### config.mk
export PLATFORM = sky130hd
export DESIGN_NAME = plasma_pixel_shader_core
export DESIGN_NICKNAME = d
export VERILOG_FILES = /design/src/sv/pps_pkg.sv /design/src/sv/plasma_pixel_shader_core.sv /design/src/sv/pps_ram.sv
export VERILOG_INCLUDE_DIRS = /design/src /design/src/sv
export SDC_FILE = /design/constraint.sdc
export NUM_CORES = 2
export LEC_CHECK = 0
export BUFFER_PORTS_ARGS = -buffer_cell sky130_fd_sc_hd__buf_2
export CORE_ASPECT_RATIO = 2
export CORE_MARGIN = 1
export CORE_UTILIZATION = 55
export CTS_CLUSTER_SIZE = 30
export DETAILED_ROUTE_END_ITERATION = 7
export PLACE_DENSITY_LB_ADDON = 0.2
export RECOVER_POWER = 100
export SLEW_MARGIN = 0
export SYNTH_ARGS = -nofsm -noshare
export SYNTH_HDL_FRONTEND = slang
export SYNTH_SLANG_ARGS = --single-unit
### constraint.sdc
create_clock -name clk_i -period 12.75 [get_ports clk_i]
set_input_delay 0.6375 -clock clk_i [delete_from_list [all_inputs] [get_ports clk_i]]
set_output_delay 0.6375 -clock clk_i [all_outputs]
set_load 0.005 [all_outputs]
### src/sv/plasma_pixel_shader_core_defines.svh
// Assertion macros shared by the plasma shader RTL.
`ifndef PLASMA_PIXEL_SHADER_CORE_DEFINES_SVH
`define PLASMA_PIXEL_SHADER_CORE_DEFINES_SVH

// Checked on every rising edge of clk_i, ignored while rst_ni is low.
`define PPS_ASSERT(lbl, prop, msg) \
  lbl: assert property (@(posedge clk_i) disable iff (!rst_ni) prop) else $error(msg);

// Checked on every rising edge of clk_i, reset included.
`define PPS_ASSERT_ALWAYS(lbl, prop, msg) \
  lbl: assert property (@(posedge clk_i) prop) else $error(msg);

`endif

### src/sv/pps_pkg.sv
// Shared types and constants of the plasma pixel shader.
`default_nettype none

package pps_pkg;

  localparam int CoordW      = 10;
  localparam int DistW       = 2 * CoordW + 1;
  localparam int ShiftW      = 4;
  localparam int IdxW        = 8;
  localparam int TableDepth  = 1 << IdxW;
  localparam int ValW        = 8;
  localparam int ProdW       = 2 * ValW;
  localparam int BrightShift = 6;
  localparam int ColorW      = 16;

  localparam logic [ShiftW-1:0] ShiftReset = ShiftW'(10);
  localparam logic [7:0]        RedKeep    = 8'hFB;

  typedef enum logic {
    CmdLoad  = 1'b0,
    CmdShade = 1'b1
  } cmd_e;

  // Brightness from the product of two roots plus the cycling offset.
  function automatic logic [7:0] bright(input logic [ProdW-1:0] prod,
                                        input logic [7:0] offset);
    logic [ProdW-1:0] shifted;
    shifted = prod >> BrightShift;
    return shifted[7:0] + offset;
  endfunction

  // Red is the masked brightness moved up two bits, green is zero.
  function automatic logic [ColorW-1:0] pack565(input logic [7:0] b);
    logic [7:0] masked;
    logic [7:0] red;
    masked = b & RedKeep;
    red    = {masked[5:0], 2'b00};
    return {red[7:3], 6'b000000, b[7:3]};
  endfunction

endpackage

`default_nettype wire

### src/sv/plasma_pixel_shader_core.sv
// Plasma pixel shader: root table load and per-pixel RGB565 shading.
//
// Input channel (in_valid_i / in_stall_o) carries one item per accepted edge.
// A load item writes table_value_i into the root table at table_index_i and
// gives no result. A shade item gives one pixel_color_o on the output channel
// (out_valid_o / out_stall_i), in the order the items were accepted.
// Throughput is one item per cycle while out_stall_i is low. A shade item
// passes through registered steps: difference, square, sum and table index,
// table lookup, product, then the output register. The root table is held
// twice in one-read RAMs so both distances are looked up in the same cycle;
// loads write both copies at the same pipeline step where shades read, so
// program order is kept without forwarding.
// When the receiver stalls, the result holds in the output register and the
// stages behind it keep filling until the pipeline is full; only then is
// in_stall_o raised.
// Reset empties the pipeline and sets the distance shift to ten. The table
// is not cleared: shade only after the entries it reads have been loaded.
// cfg_we_i writes the distance shift; write it only while the block is idle.
`default_nettype none
`include "plasma_pixel_shader_core_defines.svh"

module plasma_pixel_shader_core (
  input  wire logic                            clk_i,
  input  wire logic                            rst_ni,
  input  wire logic                            cfg_we_i,
  input  wire logic [pps_pkg::ShiftW-1:0]      cfg_wdata_i,
  input  wire logic                            in_valid_i,
  output logic                                 in_stall_o,
  input  wire logic                            command_i,
  input  wire logic [pps_pkg::IdxW-1:0]        table_index_i,
  input  wire logic [pps_pkg::ValW-1:0]        table_value_i,
  input  wire logic [pps_pkg::CoordW-1:0]      pixel_x_i,
  input  wire logic [pps_pkg::CoordW-1:0]      pixel_y_i,
  input  wire logic [pps_pkg::CoordW-1:0]      first_point_x_i,
  input  wire logic [pps_pkg::CoordW-1:0]      first_point_y_i,
  input  wire logic [pps_pkg::CoordW-1:0]      second_point_x_i,
  input  wire logic [pps_pkg::CoordW-1:0]      second_point_y_i,
  input  wire logic [7:0]                      color_offset_i,
  output logic                                 out_valid_o,
  input  wire logic                            out_stall_i,
  output logic      [pps_pkg::ColorW-1:0]      pixel_color_o
);

  localparam int CW = pps_pkg::CoordW;
  localparam int SW = 2 * pps_pkg::CoordW;

  logic [pps_pkg::ShiftW-1:0] shift_q;

  // Stage valids and advance conditions.
  logic a_v_q, b_v_q, c_v_q, d_v_q, e_v_q, out_v_q;
  logic rdy_a, rdy_b, rdy_c, rdy_d, rdy_e, rdy_o;

  // Stage a: absolute coordinate differences.
  pps_pkg::cmd_e            a_cmd_q;
  logic [pps_pkg::IdxW-1:0] a_tidx_q;
  logic [pps_pkg::ValW-1:0] a_tval_q;
  logic [CW-1:0]            a_dx0_q, a_dy0_q, a_dx1_q, a_dy1_q;
  logic [7:0]               a_off_q;

  // Stage b: squared differences.
  pps_pkg::cmd_e            b_cmd_q;
  logic [pps_pkg::IdxW-1:0] b_tidx_q;
  logic [pps_pkg::ValW-1:0] b_tval_q;
  logic [SW-1:0]            b_sx0_q, b_sy0_q, b_sx1_q, b_sy1_q;
  logic [7:0]               b_off_q;

  // Stage c: table indexes, memory access issued from here.
  pps_pkg::cmd_e            c_cmd_q;
  logic [pps_pkg::IdxW-1:0] c_tidx_q;
  logic [pps_pkg::ValW-1:0] c_tval_q;
  logic [pps_pkg::IdxW-1:0] c_idx0_q, c_idx1_q;
  logic [7:0]               c_off_q;

  // Stage d: roots arrive from the RAMs.
  logic [7:0]               d_off_q;
  logic [pps_pkg::ValW-1:0] root0, root1;

  // Stage e: product of the two roots.
  logic [pps_pkg::ProdW-1:0] e_prod_q;
  logic [7:0]                e_off_q;

  logic [pps_pkg::ColorW-1:0] color_q;

  logic [CW-1:0]              dx0, dy0, dx1, dy1;
  logic [pps_pkg::DistW-1:0]  dist0, dist1, sh0, sh1;
  logic                       ram_we, ram_re;

  assign rdy_o = !out_v_q || !out_stall_i;
  assign rdy_e = !e_v_q || rdy_o;
  assign rdy_d = !d_v_q || rdy_e;
  assign rdy_c = !c_v_q || rdy_d;
  assign rdy_b = !b_v_q || rdy_c;
  assign rdy_a = !a_v_q || rdy_b;

  assign in_stall_o    = !rdy_a;
  assign out_valid_o   = out_v_q;
  assign pixel_color_o = color_q;

  always_ff @(posedge clk_i or negedge rst_ni) begin
    if (!rst_ni) begin
      shift_q <= pps_pkg::ShiftReset;
    end else if (cfg_we_i) begin
      shift_q <= cfg_wdata_i;
    end
  end

  always_ff @(posedge clk_i or negedge rst_ni) begin
    if (!rst_ni) begin
      a_v_q   <= 1'b0;
      b_v_q   <= 1'b0;
      c_v_q   <= 1'b0;
      d_v_q   <= 1'b0;
      e_v_q   <= 1'b0;
      out_v_q <= 1'b0;
    end else begin
      if (rdy_a) begin
        a_v_q <= in_valid_i;
      end
      if (rdy_b) begin
        b_v_q <= a_v_q;
      end
      if (rdy_c) begin
        c_v_q <= b_v_q;
      end
      // Load items end at stage c once their write is done.
      if (rdy_d) begin
        d_v_q <= c_v_q && (c_cmd_q == pps_pkg::CmdShade);
      end
      if (rdy_e) begin
        e_v_q <= d_v_q;
      end
      if (rdy_o) begin
        out_v_q <= e_v_q;
      end
    end
  end

  always_comb begin
    dx0 = (pixel_x_i > first_point_x_i)  ? pixel_x_i - first_point_x_i
                                         : first_point_x_i - pixel_x_i;
    dy0 = (pixel_y_i > first_point_y_i)  ? pixel_y_i - first_point_y_i
                                         : first_point_y_i - pixel_y_i;
    dx1 = (pixel_x_i > second_point_x_i) ? pixel_x_i - second_point_x_i
                                         : second_point_x_i - pixel_x_i;
    dy1 = (pixel_y_i > second_point_y_i) ? pixel_y_i - second_point_y_i
                                         : second_point_y_i - pixel_y_i;
  end

  always_comb begin
    dist0 = {1'b0, b_sx0_q} + {1'b0, b_sy0_q};
    dist1 = {1'b0, b_sx1_q} + {1'b0, b_sy1_q};
    sh0   = dist0 >> shift_q;
    sh1   = dist1 >> shift_q;
  end

  always_ff @(posedge clk_i) begin
    if (rdy_a) begin
      a_cmd_q  <= pps_pkg::cmd_e'(command_i);
      a_tidx_q <= table_index_i;
      a_tval_q <= table_value_i;
      a_dx0_q  <= dx0;
      a_dy0_q  <= dy0;
      a_dx1_q  <= dx1;
      a_dy1_q  <= dy1;
      a_off_q  <= color_offset_i;
    end
    if (rdy_b) begin
      b_cmd_q  <= a_cmd_q;
      b_tidx_q <= a_tidx_q;
      b_tval_q <= a_tval_q;
      b_sx0_q  <= SW'(a_dx0_q) * SW'(a_dx0_q);
      b_sy0_q  <= SW'(a_dy0_q) * SW'(a_dy0_q);
      b_sx1_q  <= SW'(a_dx1_q) * SW'(a_dx1_q);
      b_sy1_q  <= SW'(a_dy1_q) * SW'(a_dy1_q);
      b_off_q  <= a_off_q;
    end
    if (rdy_c) begin
      c_cmd_q  <= b_cmd_q;
      c_tidx_q <= b_tidx_q;
      c_tval_q <= b_tval_q;
      c_idx0_q <= sh0[pps_pkg::IdxW-1:0];
      c_idx1_q <= sh1[pps_pkg::IdxW-1:0];
      c_off_q  <= b_off_q;
    end
    if (rdy_d) begin
      d_off_q <= c_off_q;
    end
    if (rdy_e) begin
      e_prod_q <= pps_pkg::ProdW'(root0) * pps_pkg::ProdW'(root1);
      e_off_q  <= d_off_q;
    end
    if (rdy_o) begin
      color_q <= pps_pkg::pack565(pps_pkg::bright(e_prod_q, e_off_q));
    end
  end

  // One item sits at stage c, so a write and a read never meet in one cycle.
  assign ram_we = c_v_q && (c_cmd_q == pps_pkg::CmdLoad)  && rdy_d;
  assign ram_re = c_v_q && (c_cmd_q == pps_pkg::CmdShade) && rdy_d;

  pps_ram #(
    .Width (pps_pkg::ValW),
    .Depth (pps_pkg::TableDepth)
  ) u_root0 (
    .clk_i   (clk_i),
    .we_i    (ram_we),
    .waddr_i (c_tidx_q),
    .wdata_i (c_tval_q),
    .re_i    (ram_re),
    .raddr_i (c_idx0_q),
    .rdata_o (root0)
  );

  pps_ram #(
    .Width (pps_pkg::ValW),
    .Depth (pps_pkg::TableDepth)
  ) u_root1 (
    .clk_i   (clk_i),
    .we_i    (ram_we),
    .waddr_i (c_tidx_q),
    .wdata_i (c_tval_q),
    .re_i    (ram_re),
    .raddr_i (c_idx1_q),
    .rdata_o (root1)
  );

  `PPS_ASSERT(a_ram_excl, !(ram_we && ram_re), "table write and read in one cycle")
  `PPS_ASSERT(a_load_no_result, (ram_we |=> !d_v_q), "load item went past stage c")
  `PPS_ASSERT(a_root_hold, (d_v_q && !rdy_e |=> $stable(root0) && $stable(root1)),
              "root data lost while stage d stalled")
  `PPS_ASSERT(a_out_fill, (e_v_q && rdy_o |=> out_v_q), "result dropped at output register")

endmodule

`default_nettype wire

### src/sv/pps_ram.sv
// Generic single-write, single-read RAM with registered read data.
`default_nettype none

module pps_ram #(
  parameter int Width = 8,
  parameter int Depth = 256
) (
  input  wire logic                     clk_i,
  input  wire logic                     we_i,
  input  wire logic [$clog2(Depth)-1:0] waddr_i,
  input  wire logic [Width-1:0]         wdata_i,
  input  wire logic                     re_i,
  input  wire logic [$clog2(Depth)-1:0] raddr_i,
  output logic      [Width-1:0]         rdata_o
);

  logic [Width-1:0] mem_q [Depth];
  logic [Width-1:0] rdata_q;

  always_ff @(posedge clk_i) begin
    if (we_i) begin
      mem_q[waddr_i] <= wdata_i;
    end
    if (re_i) begin
      rdata_q <= mem_q[raddr_i];
    end
  end

  assign rdata_o = rdata_q;

endmodule

`default_nettype wire
==> metrics.md <==
| Metric | Value |
|---|---|
| Nets | roughly 7,400 |
| CTS Buf Count | between 200 and 250 |
| Longest Clk Path Bufs | 4 |
| GRT overflow | 0 |
| Drt pass-1 iters | 6 |
| Violated checks | capacitance limit, slew limit |
| Max_cap viols | 30 |
| DRC | 0 |
| Status | finished, violations left |
| Hold crit path type | input pin to flop |
| Pre-CTS WS | between 7000 and 8000 ps |
| Via count | between 60,000 and 70,000 |
| Number of synthesized flops with an enable pin | roughly 2,300 |
| # setup viols final | 0 |
| Iter 0 DRT Violations | about 6,700 |
| CTS root buf | clkbuf_16 |
| I/O pins | between 100 and 150 |
| Row count | around 240 |
| Post-Syn Area per Cell | between 15 and 20 um2 |
| Core Region | roughly 220,000 um2 |
| Worst slew pin tran | between 4000 and 5000 ps |
| Post-DP HPWL | 237,000 um |
| Routed Antenna Nets | 0 |
| First-pass GRT wire length | 508,000 um |
| Fin. max-slew vios | around 1,800 |
| Detailed Route WL | between 300,000 and 400,000 um |
| Clock skew | 71.61 ps |
| Gr usage total | 0.3246 |
| Initial antenna violation count | 32 |
| Vias in the first global route | around 73,000 |
| Fillers | approximately 16,000 |
| DR WL/cell | 35.99 um |
| GPL Wtd Cong | between 0.9 and 1 |
| Register area | between 60,000 and 70,000 um2 |
| Sequential element share of the synthesized area | 0.5694 |
| Placed cell area | roughly 130,000 um2 |
| Multi-input gate area | 49,360 um2 |
| Most frequent cells in the layout | edfxtp_1 (2,301), mux4_2 (1,366), nor2_1 (374) |
| Final Hold Fails | 0 |
| Drt via density | roughly 6.9 |
| Worst setup margin | 5123 ps |
| CP Max Fanout | 100 |
| Cell Area, Synth | around 120,000 um2 |
| Area grow syn2layout | 8.715% |
| Top FF cell, synth | edfxtp_1 |
| Starting Density | 0.5525 |
| Reg2Reg Setup Slack | 5120 ps |
| Worst setup SP type | flop |
| CTS tree | yes |
| Crit path kind | flop to flop |
| Setup bufs post-CTS | 0 |
| Die Y | ~670 um |
| Fin crit share | 0.5982 |
| Worst setup EP type | flop |
| Post-synth ARST share | 0.004327 |
| Die ar. | 223,400 um2 |
| Slew margin rel. | -2.291 |
| Tmin final | approximately 7600 ps |
| Synth Warn # | 0 |
| Clock Latency Late Sink | around 910 ps |
| Layout cells sized above 1 | 0.2706 |
| Die W | 334.7 um |
| Arr. time, crit path | between 8000 and 9000 ps |
| CTS clk-pin slew, worst paths | ~70 ps |
| Cell area after layout | between 100,000 and 150,000 um2 |
| Commonest non-fill, non-tap cell in the layout | edfxtp_1 |
| PortBufs | between 100 and 150 |
| Post-synthesis cell count | around 6,700 |
| Largest net degree at the start of global routing | about 140 |
| FMAX | 0.1311 GHz |
| Netlist cell types | 92 |
| Clock sink count | between 2,000 and 2,500 |
| #FFs+latches synth | approximately 2,300 |
| Unrepaired setup endpoints after global routing | false |
| Worst endpoint required time | 13,290 ps |
| Sum Neg Setup Slack | 0 ps |
| Htree depth | 4 |
==> sequential cells by signal, indices dropped and copies added (netlist names), 10 cells and up <==
name / cells
b_sx1_q: 19
a_dx1_q: 10
a_dy1_q: 10
u_root1.mem_q: 2040
b_sy0_q: 19
a_dy0_q: 10
b_sy1_q: 19
b_sx0_q: 19
a_dx0_q: 10
==> synth_stat cells (17+ instances only) <==
master	number	area (um2)
nor2_1	374	1404
nor3_1	45	225.2
fa_1	231	4624
nand2b_1	20	125.1
nand3_1	56	280.3
ha_1	336	4204
nor2b_1	52	325.3
nand4_1	19	118.9
o21ai_0	77	385.4
a21oi_1	117	585.6
xor2_1	34	297.8
a31oi_1	18	112.6
o21a_1	24	180.2
mux4_2	1366	30760
a211oi_1	17	127.6
buf_2	107	535.5
mux2i_1	32	320.3
a21o_1	35	262.8
buf_1	45	168.9
mux2_2	24	270.3
xnor2_1	112	980.9
and2_1	158	988.5
and3_1	24	150.1
edfxtp_1	2301	69100
inv_1	359	1348
clkbuf_1	247	927.1
nand2_1	203	762.0
==> what timing repair did <==
| item | in CTS | in global routing |
|---|---|---|
| endpoints found under the hold margin | 37 | 0 |
| endpoints found under the setup margin | 0 | 0 |
| hold buffers | 35 | 0 |
| resized for setup | 0 | 0 |
==> layer usage <==
layer / vias up / GRT usage / wire length, um
met1: 36050 / 0.3278 / 103200
met5: - / 0 / 166
met4: 26 / 0.2805 / 37390
met2: 3628 / 0.5749 / 190100
met3: 1151 / 0.05629 / 24960
li1: 27480 / - / -
==> path summary, 6_finish.rpt <==
check | cells after the start | start | endpoint
min reg2reg | 0 | a_tidx_q[1]$_DFFE_PN_ | b_tidx_q[1]$_DFFE_PP_
min in group asynchronous | 2 | rst_ni | a_v_q$_DFFE_PN0N_
max reg2reg | 3 | c_tval_q[1]$_DFFE_PP_ | u_root1.mem_q[35][1]$_DFFE_PP_
min | 2 | cfg_we_i | shift_q[0]$_DFFE_PN0P_
max | 3 | c_tval_q[1]$_DFFE_PP_ | u_root1.mem_q[35][1]$_DFFE_PP_
max in group asynchronous | 2 | rst_ni | shift_q[0]$_DFFE_PN0P_
==> cells by family after synthesis <==
kind of cell	share of synthesized area
xor+xnor	0.01050
mux	0.2575
flops	0.5694
compound gates	0.02483
simple gates	0.03987
buf+inv	0.02532
other cells	0.00003079
fa+ha+maj	0.07249
==> through the flow <==
step | hold slack [ps] | cells | utilization
4_1_cts | 4.344 | 9863 | 0.6023
6_report | 50.70 | 9886 | 0.6007
5_1_grt | 73.32 | 9877 | 0.6006
3_5_place_dp | 404.5 | 9466 | 0.5697
2_1_floorplan | 341.9 | 6684 | -
3_3_place_gp | 400.9 | 9466 | 0.5697
==> critical path, stage by stage (launching register included) <==
cell      delay (ps)
edfxtp_1         330
clkbuf_1        3170
clkbuf_1        2580
buf_4            940
==> final cells by class <==
type,instances,share of cell area
sequential,2311,0.5238
clock inverter,130,0.01194
inverter,361,0.01023
multi-input combinational,3601,0.3728
clock buffer,232,0.03966
tap,2952,0.02790
timing repair buffer,276,0.01327
antenna,23,0.0004347
Power is not shown: default switching activity piles up to over one toggle a cycle in this logic, so the estimate is an artifact.
